--- src/hw/rtl/mf3_pkg.sv ---
// mf3_pkg: shared constants, types and the compare-exchange network of the
// 3x3 median filter. No dependencies.

package mf3_pkg;

  // pixel and geometry
  localparam int unsigned PIX_W      = 16;
  localparam int unsigned PIXEL_BITS = 16;
  localparam int unsigned MAX_WIDTH  = 1024;
  localparam int unsigned ADDR_W     = $clog2(MAX_WIDTH);
  localparam int unsigned FW_W       = 11;
  localparam int unsigned FH_W       = 12;
  localparam int unsigned ROW_W      = 12;
  localparam int unsigned OUT_COL_W  = 10;
  localparam int unsigned RAM_W      = 2 * PIX_W;

  localparam logic [FW_W-1:0] FW_RESET = FW_W'(640);
  localparam logic [FH_W-1:0] FH_RESET = FH_W'(480);
  localparam logic [FW_W-1:0] FW_MIN   = FW_W'(3);
  localparam logic [FW_W-1:0] FW_MAX   = FW_W'(MAX_WIDTH);
  localparam logic [FH_W-1:0] FH_MIN   = FH_W'(3);

  // register file
  localparam int unsigned APB_AW = 3;
  localparam int unsigned APB_DW = 32;
  localparam logic REG_FRAME_WIDTH  = 1'b0;
  localparam logic REG_FRAME_HEIGHT = 1'b1;

  typedef logic [PIX_W-1:0] pix_t;
  localparam pix_t PIX_MASK = pix_t'((64'd1 << PIXEL_BITS) - 64'd1);

  // neighbourhood: 0..2 column c-2, 3..5 column c-1, 6..8 current column
  localparam int unsigned NB        = 9;
  localparam int unsigned NET_PAIRS = 19;
  localparam int unsigned NET_CUT1  = 9;
  localparam int unsigned NET_CUT2  = 16;

  typedef pix_t [NB-1:0] pix9_t;
  typedef logic [3:0] nb_idx_t;

  localparam nb_idx_t NET_LO [NET_PAIRS] = '{
    4'd1, 4'd4, 4'd7, 4'd0, 4'd3, 4'd6, 4'd1, 4'd4, 4'd7,
    4'd0, 4'd5, 4'd4, 4'd3, 4'd1, 4'd2, 4'd4, 4'd4, 4'd6, 4'd4
  };
  localparam nb_idx_t NET_HI [NET_PAIRS] = '{
    4'd2, 4'd5, 4'd8, 4'd1, 4'd4, 4'd7, 4'd2, 4'd5, 4'd8,
    4'd3, 4'd8, 4'd7, 4'd6, 4'd4, 4'd5, 4'd7, 4'd2, 4'd4, 4'd2
  };
  localparam int unsigned MED_IDX = 4;

  // apply the network pairs lo .. hi-1 in order
  function automatic pix9_t net_pass(input pix9_t p_in, input int unsigned lo,
                                     input int unsigned hi);
    pix9_t p;
    pix_t  t;
    p = p_in;
    for (int unsigned i = 0; i < NET_PAIRS; i++) begin
      if (i >= lo && i < hi && p[NET_LO[i]] > p[NET_HI[i]]) begin
        t            = p[NET_LO[i]];
        p[NET_LO[i]] = p[NET_HI[i]];
        p[NET_HI[i]] = t;
      end
    end
    return p;
  endfunction

endpackage

--- src/hw/rtl/mf3_sort.sv ---
// mf3_sort: pipelined 19-pair compare-exchange network giving the median of
// nine pixels, three compare levels per stage. Depends on mf3_pkg.

module mf3_sort import mf3_pkg::*; (
  input  logic  clk,
  input  logic  en,
  input  pix9_t nb_i,
  output pix_t  med_o
);

  pix9_t q1_r;
  pix9_t q2_r;
  pix9_t q_fin;

  // first and second sections of the network, registered
  always_ff @(posedge clk) begin
    if (en) begin
      q1_r <= net_pass(nb_i, 0, NET_CUT1);
      q2_r <= net_pass(q1_r, NET_CUT1, NET_CUT2);
    end
  end

  // last three pairs only touch the middle, result left unregistered
  always_comb begin
    q_fin = net_pass(q2_r, NET_CUT2, NET_PAIRS);
    med_o = q_fin[MED_IDX];
  end

endmodule

--- config.mk ---
export PLATFORM = sky130hd
export DESIGN_NAME = mf3_sort
export DESIGN_NICKNAME = d
export VERILOG_FILES = /design/src/hw/rtl/mf3_pkg.sv /design/src/hw/rtl/mf3_sort.sv
export SDC_FILE = /design/constraint.sdc
export NUM_CORES = 1
export LEC_CHECK = 0
export BUFFER_PORTS_ARGS = -buffer_cell sky130_fd_sc_hd__buf_2
export CORE_MARGIN = 4
export CORE_UTILIZATION = 50
export DETAILED_ROUTE_END_ITERATION = 6
export PLACE_DENSITY = 0.69
export REMOVE_ABC_BUFFERS = 1
export SYNTH_ARGS = -nofsm -noshare
export SYNTH_HDL_FRONTEND = slang
export SYNTH_SLANG_ARGS = --single-unit
--- constraint.sdc ---
create_clock -name clk -period 9.6 [get_ports clk]
set_input_delay 1.92 -clock clk [delete_from_list [all_inputs] [get_ports clk]]
set_output_delay 1.92 -clock clk [all_outputs]
set_load 0.02 [all_outputs]
==> results of run 1 <==
## logic make-up (layout without fill, tap and decap cells)
group	after synthesis	count (layout)	share of synthesized area [%]
mux	160	160	8.84
flops	192	192	30.2
buf+inv	320	461	6.45
simple gates	576	576	14.1
xor+xnor	4	4	0.183
compound gates	627	627	20.7
fa+ha+maj	298	298	19.5
## stage by stage
stage	cells	util, %	setup TNS (ns)	cell area (sq um)
2_1_floorplan	2087	-	-88.57	18700
3_3_place_gp	2791	54.4	0	20500
3_5_place_dp	2791	54.4	0	20500
4_1_cts	2823	56.1	0	21100
5_1_grt	2829	56.3	0	21200
6_report	2829	56.3	0	21200
## cells in the mapped netlist (all sizes together), types with 29 or more instances
library cell and instances:
mux2i 93, inv 230, mux2 67, o21a 30
o21ai 162, nand4 62, o31ai 29, or3 33
edfxtp 192, a21o 75, a21oi 214, ha 296
nor2 220, o221a 36, clkbuf 74, nand2 161
## cell type report
class	count	area, sq um
clock buffer	17	425
clock inverter	15	196
fill	3450	16400
inverter	230	863
multi-input combinational	1665	12200
sequential	192	5770
tap	511	639
timing repair buffer	199	1120
## path summary, 6_finish.rpt
| path | endpoint | depth (start not counted) | slack [ns] |
|---|---|---|---|
| max | med_o[15] | 34 | 0.45 |
| min | q2_r[106] | 1 | 0.61 |
| max reg2reg | q2_r[78] | 33 | 1.64 |
| min reg2reg | q2_r[106] | 1 | 0.61 |
## flip-flops by register name, summed over array words and instances (netlist names)
signal  cells
q1_r      144
q2_r       48
## timing repair
action / in CTS / in global routing
setup endpoints to repair: 8 / 16
pin swaps: 0 / 4
resized for setup: 1 / 15
endpoints found under the hold margin: 0 / 0
buffers inserted: 0 / 6
## metal layers
metal	global-route usage [%]	share of wire [%]	vias to the layer above
li1	-	-	8270
met1	35.5	43	7959
met2	43.7	47	507
met3	4.44	6.0	98
met4	10.1	4.0	0
met5	0	0	-
## critical path: cells and delay by family (launching register included)
family	cells	cell delay, ns
buffers and inverters	6	1.19
AND/OR/NAND/NOR	7	1.20
flip-flops	1	0.44
adder cells (fa/ha/maj)	3	0.91
AO/OA/AOI/OAI	18	3.03
==> metrics.cfg, run 1 <==
[run_status]
status = completed

[clock_network]
clkLatencyLatePin_ns = 0.44
tritoncts = yes
cts-buffers-inserted = 17
clock_sinks = 192
cts_max_path_buffers = 2
hold_buffers = 0
cts_root_buffer = clkbuf_16
h-tree-depth = 4
cts.clk_slew.worst_paths_ns = 0.08

[yosys]
synth.avg_cell_area_sq_um = 8.77
synth_area_leaders = edfxtp_1 (30%), ha_1 (19%), a21oi_1 (5.6%)
synthArstFlopShare_pct = 0
synth_enable_flop_cells = 192
dominantRegCellSynth = edfxtp_1
ys_seq_area_share_pct = 30.2
syn_area_sq_mm = 0.0191
ys_seq_elements = 192
yosysWarnings = 0
yosys.area.top_type_share_pct = 30.2
synthCells = 2177
ys_types = 75
synth_top_area_cell = edfxtp_1

[timing]
setup_slack_ns = 0.455
max_slew_margin_pct = 24.6
worst_pin_slew_ns = 1.13
setup_violations = 0
hold_viol_final = 0
rsz0062_at_grt = false
fin_skew_ns = 0.0130
holdWs_ns = 0.606
finalCriticalPeriod_ns = 9.15
fin_crit_sh_pct = 95.3
fmax_mhz = 109
finalMaxSlewViolations = 0

[grt]
antenna_found_initial = 1
grt_max_degree = 111
grt_util_all_layers_pct = 26.6
grt-ovfl-total = 0
grt_pass1_wl_um = 87000
first_global_vias = 16000

[route]
vias = 16800
viasPerCell = 5.95
routed_wl_um = 56500
firstDrtPassIters = 5
wire_per_inst_um = 20.0
drtIter0Drc = 1370
drcViolationCount = 0
ant_nets = 0

[setup_path]
r2r_start = q1_r[113]
path_class = reg2out
required_ns = 7.68
crit_fanout = 24
cp_slowest_cell = edfxtp_1
cp.arrival_ns = 7.23
endpoint_kind = primary output
cpPeakStageDelay_ns = 0.44
start_kind = flop
crit_start = q2_r[33]

[run]
maxCapViolCount = 0

[min_path]
hold_class = reg2reg
hp-start = q1_r[106]

[die]
start_util_pct = 50.7
dieArea_sq_mm = 0.0414
ioPinCount = 162
die_y_um = 203
rows = 71
core_sq_mm = 0.0377
dieWidth_um = 203

[cells_and_area]
area_delta_synth_final_pct = 11.1
nets = 2747
layout_commonest_cell = ha_1
final_cell_mix = ha_1 (296), inv_1 (230), nor2_1 (219)
antennaDiodeCount = 0
drive_gt1_share_pct = 15.5

[placement]
pre_cts_slack_ns = 0.271
gp_congestion = 0.949
dp_hpwl_um = 46300
io_buffers = 161

Power of run 1 is not shown: default switching activity piles up to over one toggle a cycle in this logic, so the estimate is an artifact.
==> run 2: changes to the inputs <==
- clock period: 9.6 -> 8.9 ns (I/O delays scaled with it)
==> metrics.cfg, run 2 (same netlist as run 1, synthesis figures left out) <==
[setup_path]
crit_end = med_o[1]
r2r-end = q2_r[79]
r2r_start = q1_r[113]
cpPeakStageDelay_ns = 0.48
cp.arrival_ns = 7.13
path_class = reg2out
required_ns = 7.12
ff2ff_path_depth = 34
crit_fanout = 7
endpoint_kind = primary output
cp_slowest_cell = a2111o_1
crit_start = q2_r[47]
r2r_slack_ns = 1.18
path_common_cell = buf_6
start_kind = flop

[timing]
hold_viol_final = 0
setup_slack_ns = -0.0111
rsz0062_at_grt = true
setup_violations = 1
holdWs_ns = 0.605
finalCriticalPeriod_ns = 8.91
fin_crit_sh_pct = 100
worst_pin_slew_ns = 1.15
fmax_mhz = 112
fin_skew_ns = 0.0236
finalMaxSlewViolations = 0
max_slew_margin_pct = 23.4

[clock_network]
cts-buffers-inserted = 17
cts_max_path_buffers = 2
clock_sinks = 192
hold_buffers = 0
h-tree-depth = 4
tritoncts = yes
cts.clk_slew.worst_paths_ns = 0.08
cts_root_buffer = clkbuf_16
clkLatencyLatePin_ns = 0.46

[placement]
gp_congestion = 0.948
dp_hpwl_um = 47300
io_buffers = 161

[run_status]
violations = negative setup slack
status = complete, but fails checks

[grt]
grt_util_all_layers_pct = 27.2
first_global_vias = 16100
grt.met1_usage_pct = 37.1
grt_max_degree = 110
antenna_found_initial = 0
busiest_layer = met2
grtUsageMet2_pct = 47.2
grt_pass1_wl_um = 88700
use_met3_pct = 3.05
grt-ovfl-total = 0

[cells_and_area]
nets = 2784
largest_register = q1_r
largest_reg_flops = 144
layout_commonest_cell = ha_1
area_delta_synth_final_pct = 13.9
antennaDiodeCount = 0
drive_gt1_share_pct = 18.2
final_cell_mix = ha_1 (293), inv_1 (226), nor2_1 (214)
reg.largest.list = q1_r: 144 flops, q2_r: 48 flops

[die]
ioPinCount = 162
dieArea_sq_mm = 0.0414
core_sq_mm = 0.0377
die_y_um = 203
dieWidth_um = 203
rows = 71
start_util_pct = 50.7

[route]
viasPerCell = 5.95
drtIter0Drc = 1503
wire_per_inst_um = 20.3
routed_wl_um = 58100
drcViolationCount = 0
ant_nets = 0
firstDrtPassIters = 6
vias = 17000

[min_path]
hold_class = reg2reg
hold_depth = 1

[run]
maxCapViolCount = 0

## run 2: layer usage
layer	wire, um	vias to the layer above
met5	0	-
met4	1080	0
met3	3190	56
met2	28200	546
met1	25700	8102
li1	-	8344
## run 2: final cells by class
class	instances	area, sq um
clock buffer	17	425
tap	511	639
sequential	192	5770
multi-input combinational	1665	12400
timing repair buffer	236	1500
fill	3467	15900
inverter	230	863
clock inverter	15	200
## run 2: metrics by stage
| step | instance area (sq um) | instances | setup TNS (ns) | util (%) | setup slack, ns |
|---|---|---|---|---|---|
| after floorplan | 18700 | 2087 | -146.69 | - | -2.88 |
| after global placement | 20600 | 2802 | 0 | 54.6 | 0.115 |
| after detailed placement | 20600 | 2802 | -0.0111 | 54.6 | -0.0111 |
| after CTS | 21300 | 2843 | 0 | 56.6 | 0.00633 |
| after global routing | 21700 | 2866 | -4.62 | 57.7 | -0.338 |
| final | 21700 | 2866 | -0.0111 | 57.7 | -0.0111 |
## run 2: critical path, delay by kind of cell, from the launching register on
kind,cells,cell delay [ns]
flip-flops,1,0.44
adder cells (fa/ha/maj),3,0.77
buffers and inverters,7,1.00
AO/OA/AOI/OAI,13,2.47
multiplexers,1,0.16
AND/OR/NAND/NOR,8,1.83
## run 2: worst min path at each step
| stage | slack, ns | start | to |
|---|---|---|---|
| floorplan | 0.55 | q1_r[100] | q2_r[100] |
| finish | 0.60 | q1_r[109] | q2_r[109] |
| global route | 0.61 | q1_r[109] | q2_r[109] |
| global placement | 0.58 | q1_r[99] | q2_r[99] |
| CTS | 0.59 | q1_r[99] | q2_r[99] |
| detailed placement | 0.58 | q1_r[99] | q2_r[99] |
## run 2: what timing repair did
item	CTS	global route
gates resized for setup	13	77
cloned	0	1
buffers inserted	9	22
setup endpoints to repair	16	42
pin swaps	5	25
Power of run 2 is left out for the same reason.
==> run 3: changes to the inputs <==
- RECOVER_POWER: default -> 50
==> metrics.cfg, run 3 (same netlist as run 1, synthesis figures left out) <==
[timing]
worst_pin_slew_ns = 5.82
setup_violations = 1
fmax_mhz = 112
fin_crit_sh_pct = 100
holdWs_ns = 0.605
finalMaxSlewViolations = 195
setup_slack_ns = -0.0113
rsz0062_at_grt = true
tns_ns = -0.0113
finalCriticalPeriod_ns = 8.91
hold_viol_final = 0
fin_skew_ns = 0.0234
max_slew_margin_pct = -288

[cells_and_area]
final_cell_mix = ha_1 (293), inv_1 (226), nor2_1 (214)
nets = 2784
antennaDiodeCount = 0
stdcell_area_sq_mm = 0.0217
area_delta_synth_final_pct = 13.8
fin_util_pct = 57.7
largest_reg_flops = 144
layout_commonest_cell = ha_1
regArea_sq_mm = 0.00577
multiInputGateArea_sq_mm = 0.0124
reg.largest.list = q1_r: 144 flops, q2_r: 48 flops
fillers = 3470
drive_gt1_share_pct = 18.1
largest_register = q1_r

[setup_path]
endpoint_kind = primary output
required_ns = 7.12
r2r_start = q1_r[113]
crit_start = q2_r[47]
cp_num_buf_inv = 7
crit_fanout = 7
path_class = reg2out
cp_top_family = compound AO/OA/AOI/OAI gates
cp_slowest_cell = a2111o_1
start_kind = flop
cpPeakStageDelay_ns = 0.48
cp.arrival_ns = 7.13
path_common_cell = buf_6

[clock_network]
cts_root_buffer = clkbuf_16
clkLatencyLatePin_ns = 0.46
hold_buffers = 0
cts.clk_slew.worst_paths_ns = 0.08
cts_max_path_buffers = 2
cts-buffers-inserted = 17
clock_sinks = 192
tritoncts = yes
h-tree-depth = 4

[die]
die_y_um = 203
rows = 71
ioPinCount = 162
dieWidth_um = 203
dieArea_sq_mm = 0.0414
start_util_pct = 50.7
core_sq_mm = 0.0377

[grt]
grt.met1_usage_pct = 37.1
busiest_layer = met2
grt_util_all_layers_pct = 27.2
antenna_found_initial = 0
first_global_vias = 16100
use_met3_pct = 3.05
grt_pass1_wl_um = 88700
grtUsageMet2_pct = 47.2
grt-ovfl-total = 0
grt_max_degree = 110

[route]
viasPerCell = 5.94
routed_wl_um = 58100
drtIter0Drc = 1497
vias = 17000
wire_per_inst_um = 20.3
firstDrtPassIters = 5
drcViolationCount = 0
ant_nets = 0

[placement]
gp_congestion = 0.948
dpl-instance-area_sq_mm = 0.0206
io_buffers = 161
dp_hpwl_um = 47300

[run]
maxCapViolCount = 2

[run_status]
violations = max-capacitance violations, max-slew violations, negative setup slack
status = complete, but fails checks

[min_path]
hp-start = q1_r[109]
hold_class = reg2reg

run 3: timing repair:
item / 4_1_cts / 5_1_grt
endpoints found under the hold margin: 0 / 0
pin swaps: 5 / 25
gates cloned: 0 / 1
setup endpoints to repair: 16 / 42
resized for setup: 13 / 77
buffers inserted: 9 / 22
run 3: final timing paths:
kind	endpoint	slack (ns)	cells after the start
min	q2_r[109]	0.60	1
min reg2reg	q2_r[109]	0.60	1
max reg2reg	q2_r[79]	1.19	34
max	med_o[1]	-0.01	32
run 3: worst register-to-register path: cells and delay by family, from the launching register on:
kind            cells  cell delay (ns)
compound gates     18             3.57
fa+ha+maj           3             0.92
buf+inv             5             1.01
flops               1             0.50
mux                 1             0.40
simple gates        7             1.07
run 3: area by class of cell:
class	instances	area share, %
sequential	192	26.5
tap	511	2.94
clock buffer	17	1.96
timing repair buffer	236	6.84
inverter	230	3.97
multi-input combinational	1665	56.9
clock inverter	15	0.921
run 3: per-stage QoR:
| stage | std cells | setup slack, ns |
|---|---|---|
| 2_1_floorplan | 2087 | -2.88 |
| 3_3_place_gp | 2802 | 0.115 |
| 3_5_place_dp | 2802 | -0.0111 |
| 4_1_cts | 2843 | 0.00633 |
| 5_1_grt | 2866 | -0.338 |
| 6_report | 2866 | -0.0113 |
run 3: per-layer routing:
| metal | wire, um | up-vias |
|---|---|---|
| li1 | - | 8346 |
| met3 | 3240 | 54 |
| met5 | 0 | - |
| met4 | 1040 | 0 |
| met2 | 28200 | 539 |
| met1 | 25600 | 8098 |
Power of run 3 is left out for the same reason.
